### src/sv/assert_macros.svh
`ifndef ASSERT_MACROS_SVH
`define ASSERT_MACROS_SVH

// Same-cycle implication, disabled while reset is asserted.
`define ASSERT_IMP(label, clk, rst_n, a, b) \
	label: assert property (@(posedge clk) disable iff (!(rst_n)) (a) |-> (b)) \
		else $error("assertion failed: same-cycle implication");

// Next-cycle implication, disabled while reset is asserted.
`define ASSERT_NEXT(label, clk, rst_n, a, b) \
	label: assert property (@(posedge clk) disable iff (!(rst_n)) (a) |=> (b)) \
		else $error("assertion failed: next-cycle implication");

`endif

### src/sv/urb_pkg.sv
`timescale 1ns / 1ps
`default_nettype none

package urb_pkg;

	// Ring sizes; one slot of each ring always stays empty.
	localparam int RX_DEPTH = 8;
	localparam int TX_DEPTH = 32;
	localparam int RX_AW    = $clog2(RX_DEPTH);
	localparam int TX_AW    = $clog2(TX_DEPTH);

	typedef enum logic [1:0] {
		OP_RX_BYTE  = 2'd0,
		OP_GET      = 2'd1,
		OP_PUT      = 2'd2,
		OP_TX_READY = 2'd3
	} op_t;

	typedef enum logic [1:0] {
		ST_OK        = 2'd0,
		ST_RX_DROP   = 2'd1,
		ST_PUT_RETRY = 2'd2,
		ST_PUT_DROP  = 2'd3
	} status_t;

	// Memory access for the receive ring.
	typedef struct packed {
		logic             we;
		logic [RX_AW-1:0] waddr;
		logic             re;
		logic [RX_AW-1:0] raddr;
	} rx_port_t;

	// Memory access for the transmit ring.
	typedef struct packed {
		logic             we;
		logic [TX_AW-1:0] waddr;
		logic             re;
		logic [TX_AW-1:0] raddr;
	} tx_port_t;

	// Registered result flags; byte payloads come from the memories.
	typedef struct packed {
		logic    valid;
		logic    rx_hit;
		logic    tx_hit;
		logic    has_char;
		logic    irq;
		status_t status;
	} res_t;

endpackage

`default_nettype wire

### src/sv/urb_ram.sv
`timescale 1ns / 1ps
`default_nettype none

// Simple dual-port RAM, one write and one registered read per cycle.
module urb_ram #(
	parameter int DEPTH = 8,
	parameter int WIDTH = 8,
	parameter int AW    = $clog2(DEPTH)
) (
	input  wire logic             clk,
	input  wire logic             we,
	input  wire logic [AW-1:0]    waddr,
	input  wire logic [WIDTH-1:0] wdata,
	input  wire logic             re,
	input  wire logic [AW-1:0]    raddr,
	output logic      [WIDTH-1:0] rdata
);

	logic [WIDTH-1:0] mem [DEPTH];

	// write port
	always_ff @(posedge clk) begin
		if (we) begin
			mem[waddr] <= wdata;
		end
	end

	// read port, data registered in the cycle after the address
	always_ff @(posedge clk) begin
		if (re) begin
			rdata <= mem[raddr];
		end
	end

endmodule

`default_nettype wire

### src/sv/urb_ctrl.sv
`timescale 1ns / 1ps
`default_nettype none

`include "assert_macros.svh"

// Ring pointers, interrupt enable, mode register and the result register.
module urb_ctrl (
	input  wire logic                clk,
	input  wire logic                arst_n,
	input  wire logic                accept,
	input  wire logic [1:0]          opcode,
	input  wire logic                cfg_we,
	input  wire logic                cfg_wdata,
	output urb_pkg::rx_port_t        rx_port,
	output urb_pkg::tx_port_t        tx_port,
	output urb_pkg::res_t            res_s1
);

	localparam int RX_AW = urb_pkg::RX_AW;
	localparam int TX_AW = urb_pkg::TX_AW;

	logic [RX_AW-1:0] rx_head_q, rx_tail_q, rx_head_d, rx_tail_d, rx_head_nx, rx_tail_nx;
	logic [TX_AW-1:0] tx_head_q, tx_tail_q, tx_head_d, tx_tail_d, tx_head_nx, tx_tail_nx;
	logic             irq_q, irq_d;
	logic             drop_q;
	logic             rx_full, rx_empty, tx_full, tx_empty;
	urb_pkg::res_t    res_d;

	function automatic logic [RX_AW-1:0] rx_adv(input logic [RX_AW-1:0] p);
		return (p == RX_AW'(urb_pkg::RX_DEPTH - 1)) ? '0 : p + RX_AW'(1);
	endfunction

	function automatic logic [TX_AW-1:0] tx_adv(input logic [TX_AW-1:0] p);
		return (p == TX_AW'(urb_pkg::TX_DEPTH - 1)) ? '0 : p + TX_AW'(1);
	endfunction

	// ring occupancy
	assign rx_head_nx = rx_adv(rx_head_q);
	assign rx_tail_nx = rx_adv(rx_tail_q);
	assign tx_head_nx = tx_adv(tx_head_q);
	assign tx_tail_nx = tx_adv(tx_tail_q);
	assign rx_full    = (rx_head_nx == rx_tail_q);
	assign rx_empty   = (rx_head_q == rx_tail_q);
	assign tx_full    = (tx_head_nx == tx_tail_q);
	assign tx_empty   = (tx_head_q == tx_tail_q);

	// operation decode, memory commands and next pointers
	always_comb begin
		rx_head_d     = rx_head_q;
		rx_tail_d     = rx_tail_q;
		tx_head_d     = tx_head_q;
		tx_tail_d     = tx_tail_q;
		irq_d         = irq_q;
		rx_port.we    = 1'b0;
		rx_port.waddr = rx_head_q;
		rx_port.re    = 1'b0;
		rx_port.raddr = rx_tail_q;
		tx_port.we    = 1'b0;
		tx_port.waddr = tx_head_q;
		tx_port.re    = 1'b0;
		tx_port.raddr = tx_tail_q;
		res_d         = '0;
		res_d.status  = urb_pkg::ST_OK;
		if (accept) begin
			res_d.valid = 1'b1;
			case (urb_pkg::op_t'(opcode))
				urb_pkg::OP_RX_BYTE: begin
					if (!rx_full) begin
						rx_port.we = 1'b1;
						rx_head_d  = rx_head_nx;
					end else begin
						res_d.status = urb_pkg::ST_RX_DROP;
					end
				end
				urb_pkg::OP_GET: begin
					if (!rx_empty) begin
						rx_port.re   = 1'b1;
						rx_tail_d    = rx_tail_nx;
						res_d.rx_hit = 1'b1;
					end
				end
				urb_pkg::OP_PUT: begin
					if (!tx_full) begin
						tx_port.we = 1'b1;
						tx_head_d  = tx_head_nx;
						irq_d      = 1'b1;
					end else if (drop_q) begin
						res_d.status = urb_pkg::ST_PUT_DROP;
					end else begin
						res_d.status = urb_pkg::ST_PUT_RETRY;
					end
				end
				urb_pkg::OP_TX_READY: begin
					if (!tx_empty) begin
						tx_port.re   = 1'b1;
						tx_tail_d    = tx_tail_nx;
						res_d.tx_hit = 1'b1;
					end
					if (tx_head_q == tx_tail_d) begin
						irq_d = 1'b0;
					end
				end
				default: begin
				end
			endcase
		end
		res_d.has_char = (rx_head_d != rx_tail_d);
		res_d.irq      = irq_d;
	end

	// pointer and flag registers
	always_ff @(posedge clk or negedge arst_n) begin
		if (!arst_n) begin
			rx_head_q <= '0;
			rx_tail_q <= '0;
			tx_head_q <= '0;
			tx_tail_q <= '0;
			irq_q     <= 1'b0;
			drop_q    <= 1'b0;
		end else begin
			rx_head_q <= rx_head_d;
			rx_tail_q <= rx_tail_d;
			tx_head_q <= tx_head_d;
			tx_tail_q <= tx_tail_d;
			irq_q     <= irq_d;
			if (cfg_we) begin
				drop_q <= cfg_wdata;
			end
		end
	end

	// result register, lines up with the memory read data
	always_ff @(posedge clk or negedge arst_n) begin
		if (!arst_n) begin
			res_s1 <= '0;
		end else begin
			res_s1 <= res_d;
		end
	end

	`ASSERT_NEXT(a_beat_follows_accept, clk, arst_n, accept, res_s1.valid)
	`ASSERT_NEXT(a_put_sets_irq, clk, arst_n,
		accept && opcode == urb_pkg::OP_PUT && !tx_full, irq_q && res_s1.irq)
	`ASSERT_IMP(a_drop_no_data, clk, arst_n, res_s1.status != urb_pkg::ST_OK,
		!res_s1.rx_hit && !res_s1.tx_hit)
	`ASSERT_IMP(a_irq_tracks_ring, clk, arst_n, tx_empty && !irq_q,
		tx_head_q == tx_tail_q)

endmodule

`default_nettype wire

### src/sv/uart_rx_tx_ring_buffers.sv
`timescale 1ns / 1ps
`default_nettype none

// Channel   Signals                                        Handshake
// command   opcode, data_byte                              start & !busy
// result    read_byte, has_char, line_valid, line_byte,    done, one cycle
//           tx_irq_enable, status
// config    cfg_wdata (tx_drop_on_full)                    cfg_we
//
// One command per cycle; its result beat is on the outputs in the next cycle.
// The ring entry for a get or a transmitter-ready pop is read from the ring
// RAM at the accepting edge; its registered read port sets the delay.
// busy never rises: every command finishes in that cycle.
// arst_n clears the pointers, the interrupt enable and the mode register.
// Ring contents are not cleared; only written entries are ever read.
module uart_rx_tx_ring_buffers (
	input  wire logic       clk,
	input  wire logic       arst_n,
	input  wire logic       start,
	output logic            busy,
	input  wire logic [1:0] opcode,
	input  wire logic [7:0] data_byte,
	input  wire logic       cfg_we,
	input  wire logic       cfg_wdata,
	output logic            done,
	output logic [7:0]      read_byte,
	output logic            has_char,
	output logic            line_valid,
	output logic [7:0]      line_byte,
	output logic            tx_irq_enable,
	output logic [1:0]      status
);

	urb_pkg::rx_port_t rx_port;
	urb_pkg::tx_port_t tx_port;
	urb_pkg::res_t     res_s1;
	logic [7:0]        rx_rdata;
	logic [7:0]        tx_rdata;
	logic              accept;

	assign busy   = 1'b0;
	assign accept = start && !busy;

	urb_ctrl u_ctrl (
		.clk       (clk),
		.arst_n    (arst_n),
		.accept    (accept),
		.opcode    (opcode),
		.cfg_we    (cfg_we),
		.cfg_wdata (cfg_wdata),
		.rx_port   (rx_port),
		.tx_port   (tx_port),
		.res_s1    (res_s1)
	);

	// receive ring storage
	urb_ram #(
		.DEPTH (urb_pkg::RX_DEPTH),
		.WIDTH (8)
	) u_rx_ram (
		.clk   (clk),
		.we    (rx_port.we),
		.waddr (rx_port.waddr),
		.wdata (data_byte),
		.re    (rx_port.re),
		.raddr (rx_port.raddr),
		.rdata (rx_rdata)
	);

	// transmit ring storage
	urb_ram #(
		.DEPTH (urb_pkg::TX_DEPTH),
		.WIDTH (8)
	) u_tx_ram (
		.clk   (clk),
		.we    (tx_port.we),
		.waddr (tx_port.waddr),
		.wdata (data_byte),
		.re    (tx_port.re),
		.raddr (tx_port.raddr),
		.rdata (tx_rdata)
	);

	// result beat
	assign done          = res_s1.valid;
	assign read_byte     = res_s1.rx_hit ? rx_rdata : 8'd0;
	assign has_char      = res_s1.has_char;
	assign line_valid    = res_s1.tx_hit;
	assign line_byte     = res_s1.tx_hit ? tx_rdata : 8'd0;
	assign tx_irq_enable = res_s1.irq;
	assign status        = res_s1.status;

endmodule

`default_nettype wire
### config.mk
export PLATFORM = sky130hd
export DESIGN_NAME = uart_rx_tx_ring_buffers
export DESIGN_NICKNAME = d
export VERILOG_FILES = /design/src/sv/urb_pkg.sv /design/src/sv/urb_ram.sv /design/src/sv/urb_ctrl.sv /design/src/sv/uart_rx_tx_ring_buffers.sv
export VERILOG_INCLUDE_DIRS = /design/src /design/src/sv
export SDC_FILE = /design/constraint.sdc
export NUM_CORES = 1
export LEC_CHECK = 0
export BUFFER_PORTS_ARGS = -buffer_cell sky130_fd_sc_hd__buf_2
export CAP_MARGIN = 20
export CORE_ASPECT_RATIO = 0.5
export CORE_UTILIZATION = 46
export CTS_BUF_LIST = sky130_fd_sc_hd__clkbuf_16
export DETAILED_ROUTE_END_ITERATION = 16
export GPL_TIMING_DRIVEN = 0
export PLACE_DENSITY = 0.62
export SLEW_MARGIN = 30
export SYNTH_ARGS = -nofsm -noshare
export SYNTH_HDL_FRONTEND = slang
export SYNTH_SLANG_ARGS = --single-unit
### constraint.sdc
create_clock -name clk -period 3.1 [get_ports clk]
set_input_delay 0.31 -clock clk [delete_from_list [all_inputs] [get_ports clk]]
set_output_delay 0.31 -clock clk [all_outputs]
set_load 0.05 [all_outputs]
* Word-level counts from Yosys, hierarchy flattened *
Memory sizes are Yosys's and may differ from the RTL's. A register that Yosys moved wholly into a read port is not among the register bits.
Index checks and enable logic that the tools add are counted.

word-level totals
  bits in registers = 24
  RAM bits = 320
  bits of input ports = 15
  output and inout bits = 23
  word-level logic and storage cells = 78
  memories kept = 2

cells by class
  add/subtract/negate cells = 4
  eq/ne operators = 15
  multiplexer cells = 40
  bitwise gates (word level) = 1
  reductions and logical operators = 5

memories
  name          depth  bits a word  rd ports  clocked after memory_dff  wr ports  RTL line       RTL
  u_tx_ram.mem  32     8            1         1                         1         urb_ram.sv:19  logic [WIDTH-1:0] mem [DEPTH];
  u_rx_ram.mem  8      8            1         1                         1         urb_ram.sv:19

operator list
  kind                                                  count
  two-way mux 3 bit                                     9
  two-way mux 5 bit                                     5
  two-way mux 1 bit                                     20
  two-way mux 8 bit                                     2
  equality test 5 bit                                   3
  adder 5 x 1 -> 5 bit (second input constant)          2
  equality test 5 bit (second input constant)           2
  adder 3 x 1 -> 3 bit (second input constant)          2
  equality test 3 bit                                   2
  equality test 3 bit (second input constant)           2
  equality test 2 bit (second input constant)           2
  two-way mux 2 bit                                     2
  one-hot mux 2 bit (2 select lines)                    1
  AND reduction 4 bit                                   1
  != test 3 bit                                         1
  AND reduction 3 bit                                   1
  equality test 2 x 1 -> 1 bit (second input constant)  1
  logical NOT 2 bit                                     1
  != test 2 x 1 -> 1 bit (second input constant)        1
  != test 2 bit (second input constant)                 1
  one-hot mux 1 bit (2 select lines)                    1
  AND reduction 2 bit                                   1
  nonzero test 2 bit                                    1
  inverter 1 bit                                        1

* Logic depth before layout (Yosys ltp) *
  word-level depth = 8
  mapped depth = 10
  gate-level depth less buffers = 8

* By module *
From an unflattened synthesis, not the netlist that was laid out.

unflattened totals
  cells, all modules = 703
  area total of the unflattened synthesis = 14560.2 µm²

by module, submodules not included
  module                   instances  cells each  area an instance (µm²)
  urb_ram (u_tx_ram)       1          417         10133.5
  urb_ram (u_rx_ram)       1          114         2771.4
  urb_ctrl                 1          154         1544.0
  uart_rx_tx_ring_buffers  1          18          111.4

* Worst setup path after synthesis *
Ideal clock, no wire load.

  path kind = register -> register
  start = register u_ctrl.tx_head_q[0]
  end = memory u_tx_ram.mem[11][0], enable pin
  setup time = 0.332 ns
  data arrival time = 2.599 ns
  slack = 0.169 ns
  stages on the path, launching flop included = 11
  buffers on the path = 2
  path through = dfrtp_1 -> ha_1 -> clkbuf_1 -> and3_1 -> ha_1 -> nor2b_1 -> mux2i_1 -> xor2_1 -> a21oi_2 -> clkbuf_1 -> and3_1

between the ends
  cells in the longest elaborated chain, start to end = 8
  elaborated cells on any way between the ends = 9
  those cells by class = 1 x add/sub; 2 x eq/ne; 6 x mux

ends and longest elaborated chain
  element                                                      RTL line         RTL
  start: declaration                                           urb_ctrl.sv:23   logic [TX_AW-1:0] tx_head_q, tx_tail_q, tx_head_d, tx_tail_d, tx_head_nx, tx_tail_nx;
  start signal: assignment                                     urb_ctrl.sv:123  tx_head_q <= tx_head_d;
  adder 5 x 1 -> 5 bit or equality test 5 bit (tied branches)  urb_ctrl.sv:34   return (p == TX_AW'(urb_pkg::TX_DEPTH - 1)) ? '0 : p + TX_AW'(1);
  two-way mux 5 bit                                            urb_ctrl.sv:34
  equality test 5 bit                                          urb_ctrl.sv:44   assign tx_full = (tx_head_nx == tx_tail_q);
  two-way mux 1 bit                                            urb_ctrl.sv:83   if (!tx_full) begin
  two-way mux 1 bit                                            urb_ctrl.sv:66   case (urb_pkg::op_t'(opcode))
  two-way mux 1 bit                                            urb_ctrl.sv:64   if (accept) begin
  two-way mux 1 bit                                            urb_ram.sv:23    if (we) begin
  two-way mux 1 bit (not written as such)                      urb_ram.sv:24    mem[waddr] <= wdata;
  end: declaration                                             urb_ram.sv:19

Parallel ways exist; a longest one is shown, timed or not.

* Worst setup path after layout *
  start = register u_ctrl.tx_head_q[0]
  end = memory u_tx_ram.mem[20][6], enable pin

between the ends
  cells in the longest elaborated chain, start to end = 8
  elaborated cells on any way between the ends = 9
  those cells by class = 1 x add/sub; 2 x eq/ne; 6 x mux

ends and longest elaborated chain
  element                                                      RTL line
  adder 5 x 1 -> 5 bit or equality test 5 bit (tied branches)  urb_ctrl.sv:34
  two-way mux 5 bit *                                          urb_ctrl.sv:34
  via u_ctrl.tx_head_nx[4]                                     urb_ctrl.sv:23
  equality test 5 bit *                                        urb_ctrl.sv:44
  two-way mux 1 bit *                                          urb_ctrl.sv:83
  two-way mux 1 bit *                                          urb_ctrl.sv:66
  two-way mux 1 bit *                                          urb_ctrl.sv:64
  two-way mux 1 bit *                                          urb_ram.sv:23
  two-way mux 1 bit (not written as such) *                    urb_ram.sv:24

The timed path passes the listed nets; every way through them passes the cells marked *.

==> summary.txt <==
Run status
  – Status: finished clean

Synthesis
  – Flops & latches, synth: 360
  – Syn_nets: roughly 740
  – Syn Std Cell Area: around 15000 um^2
  – Library cells used by synthesis: 52
  – Cells after Synth: a little over 700
  – Yosys warns: 0
  – Ys flop type: edfxtp_1
  – Seq/Total Area, Yosys: between 70 and 80%
  – Post-synth EDFFs: around 340
  – Post-Syn Area per Cell: around 20 um^2
  – Async S/R FF share, synth: around 6.7%

Route
  – Routed via count: roughly 7000
  – Post-route DRC: 0
  – Top layer in use: met5
  – Met1 WL: roughly 14000 um
  – Wire length per cell: roughly 25 um
  – DRT Wirelength: 30800 um
  – ANT nets after route: 0
  – Metal2 WL: 14800 um
  – DR pass1 iterations: 5
  – Post-detailed-route via-to-cell ratio: roughly 5.7
  – Initial DRC Count: approximately 750
  – Met3 wire length: around 1700 um

Global routing
  – Pin count of the biggest net entering global routing: a little over 40
  – Initial antenna violation count: 1
  – GRT Residual Overflow: 0
  – First-pass GRT wire length: between 40000 and 50000 um
  – Vias in the first global route: approximately 7400
  – Total GRT Usage: 20.0%

Final layout
  – Final Util: 54.6%
  – Fin area: 16800 um^2
  – Share of cells above drive strength 1: 35.0%
  – Area grow syn2layout: 14.8%
  – Most frequent cells in the layout: edfxtp_1 (336), mux4_2 (96), buf_2 (49), clkbuf_16 (37), and3_4 (29)
  – Filler Cells Inserted: about 2400
  – Non-filler instance count after layout: about 1200
  – Commonest non-fill, non-tap cell in the layout: edfxtp_1
  – Nets@finish: about 830
  – # diodes: 0

Clock tree
  – CTS max path bufs: 3
  – Clock transition at path regs: approximately 0.060 ns
  – Htree depth: 2
  – Clock root cell: clkbuf_16
  – Worst-Skew Late Latency: approximately 0.53 ns
  – CTS buffer count: 34
  – CTS tree: yes
  – Clock sink count: 360

Hold path
  – HP Class: input port to register
  – Hold path depth: 2

Power
  – Leakage power: around 5.5 nW
  – Pwr Density: 829 nW/um^2
  – Total power: approximately 0.014 W
  – Worst VDD drop: 0.303 mV
  – Int Pwr: just under 0.01 W
  – Comb power frac: around 30%
  – Sw frac: roughly 30%
  – Part of the power in registers: about two fifths
  – Switching Power: ~0.0042 W
  – Clock share of power: between 20 and 30%

Floorplanning
  – Die footprint: approximately 33000 um^2
  – Die X-Extent: 254 um
  – Core Region: 30800 um^2
  – Num rows: 45
  – Initial Utilization: between 40 and 50%
  – I/O pin cnt: 38
  – Die Y: roughly 130 um

Timing
  – Tcrit/Tclk final: between 90% and 100%
  – # setup viols final: 0
  – FMAX: roughly 330 MHz
  – Max-slew violation count: 0
  – Slew @ Worst Pin: between 0.8 and 0.9 ns
  – Rel. slew slack: between 40% and 50%
  – Clock skew: 0.0203 ns
  – Fin crit period: 3.00 ns
  – Final Hold Fails: 0

Worst setup path
  – WS Path Type: register to register
  – WP data arrival: 3.25 ns
  – Setup crit end kind: register
  – Critical Path RT: between 3 and 4 ns
  – Worst Path Max Fanout: 10
  – Cells on worst reg2reg path: 11
  – CP Launch Type: register

Placement
  – Placed Instance Area: 15400 um^2
  – Count of input and output buffers: 36
  – DP HPWL: ~20000 um
  – GPL Wtd Cong: around 0.80
  – Dpl cells: between 1000 and 1500

Flow run
  – Maxcap violations: 0
critical path, stage by stage (launching register included):
cell	delay (ns)
dfrtp_2	0.46
ha_1	0.26
clkbuf_4	0.23
and3_1	0.22
ha_2	0.33
xnor2_1	0.11
nand2_1	0.10
nor4b_4	0.35
a21oi_4	0.10
buf_12	0.16
buf_12	0.12
and3_2	0.30
metal layers:
| metal | vias up | global-route usage, % |
|---|---|---|
| li1 | 3118 | - |
| met1 | 3701 | 27.5 |
| met2 | 203 | 32.4 |
| met3 | 43 | 4.16 |
| met4 | 2 | 5.85 |
| met5 | - | 0 |
through the flow:
step | setup TNS (ns) | hold WS [ns] | setup slack (ns)
2_1_floorplan | 0 | 0.0144 | 0.169
3_3_place_gp | -226.30 | 0.351 | -0.951
3_5_place_dp | -230.72 | 0.359 | -0.970
4_1_cts | 0 | 0.0181 | 0.0162
5_1_grt | -0.167 | 0.0271 | -0.0117
6_report | 0 | 0.0368 | 0.0982
cells by family (layout without fill, tap and decap cells):
| group | after synthesis | after routing | synth area share, % |
|---|---|---|---|
| xor gates and xnor gates | 18 | 18 | 1.08 |
| muxes | 124 | 124 | 16.9 |
| DFF | 360 | 360 | 73.0 |
| adders and majority gates | 11 | 11 | 0.940 |
| buffers and inverters | 49 | 158 | 1.66 |
| and+or+nand+nor | 114 | 114 | 4.50 |
| other | 1 | 1 | 0.0256 |
| AOI/OAI and AO/OA | 39 | 39 | 1.85 |
area by class of cell:
class / count / area [um^2] / area share [%]
plain buffers: 40 / 245 / 1.46
multi-input cells: 307 / 3920 / 23.3
clock inverters: 23 / 145 / 0.863
flip-flops and latches: 360 / 10700 / 63.6
inverters: 7 / 26.3 / 0.156
clock buffers: 37 / 926 / 5.51
repair buffers: 51 / 329 / 1.96
well taps: 423 / 529 / 3.15
final timing paths:
check / startpoint / endpoint / slack, ns
worst max-delay path: u_ctrl.tx_head_q[0] / u_tx_ram.mem[20][6] / 0.1
worst min-delay path: cfg_wdata / u_ctrl.drop_q / 0.04
worst max register to register: u_ctrl.tx_head_q[0] / u_tx_ram.mem[20][6] / 0.1
worst min register to register: u_ctrl.drop_q / u_ctrl.drop_q / 0.52
max in group asynchronous: arst_n / u_ctrl.tx_head_q[1] / 2.31
min in group asynchronous: arst_n / u_ctrl.tx_tail_q[0] / 0.35
Yosys cell counts (2+ instances only):
cell	instances	area [um^2]
edfxtp_1	336	10100
mux4_2	96	2160
and3_1	36	225
mux2_2	25	282
dfrtp_1	24	601
clkbuf_1	19	71.3
and2_1	16	100
nor2_1	16	60.1
buf_2	11	55.1
ha_1	11	138
nor3_1	10	50.1
o21ai_0	10	50.1
xor2_1	10	87.6
nand2_1	9	33.8
buf_4	8	60.1
xnor2_1	8	70.1
inv_1	7	26.3
nand2b_1	7	43.8
a21oi_1	5	25.0
a31oi_1	4	25.0
nand3_1	4	20.0
nand3b_1	3	22.5
o32a_1	3	30.0
a211oi_1	2	15.0
a21o_1	2	15.0
a311oi_1	2	17.5
buf_1	2	7.51
buf_6	2	22.5
mux2i_1	2	20.0
nor2b_1	2	12.5
nor3b_1	2	15.0
or4_1	2	15.0
power groups by stage:
stage / Clock [W] / Combinational [W] / Sequential [W]
detailed placement: 0 / 0.00400 / 0.00583
global route: 0.00428 / 0.00445 / 0.00578
CTS: 0.00412 / 0.00414 / 0.00573
finish: 0.00403 / 0.00415 / 0.00576
floorplan: 0 / 0.00279 / 0.00581
global placement: 0 / 0.00395 / 0.00582
flip-flops by register name (all words and copies together) (netlist names):
name,cells
u_ctrl.drop_q,1
u_ctrl.irq_q,1
u_ctrl.res_s1,6
u_ctrl.rx_head_q,3
u_ctrl.rx_tail_q,3
u_ctrl.tx_head_q,5
u_ctrl.tx_tail_q,5
u_rx_ram.mem,64
u_rx_ram.rdata,8
u_tx_ram.mem,256
u_tx_ram.rdata,8
timing repair:
action | 4_1_cts | 5_1_grt
setup buffers | 5 | 5
endpoints found under the setup margin | 261 | 257
endpoints found under the hold margin | 25 | 0
pin swaps | 3 | 2
hold buffers | 2 | 0
resized for setup | 80 | 7
gates cloned | 3 | 0
Note: power is estimated with default switching activity, not from simulation.
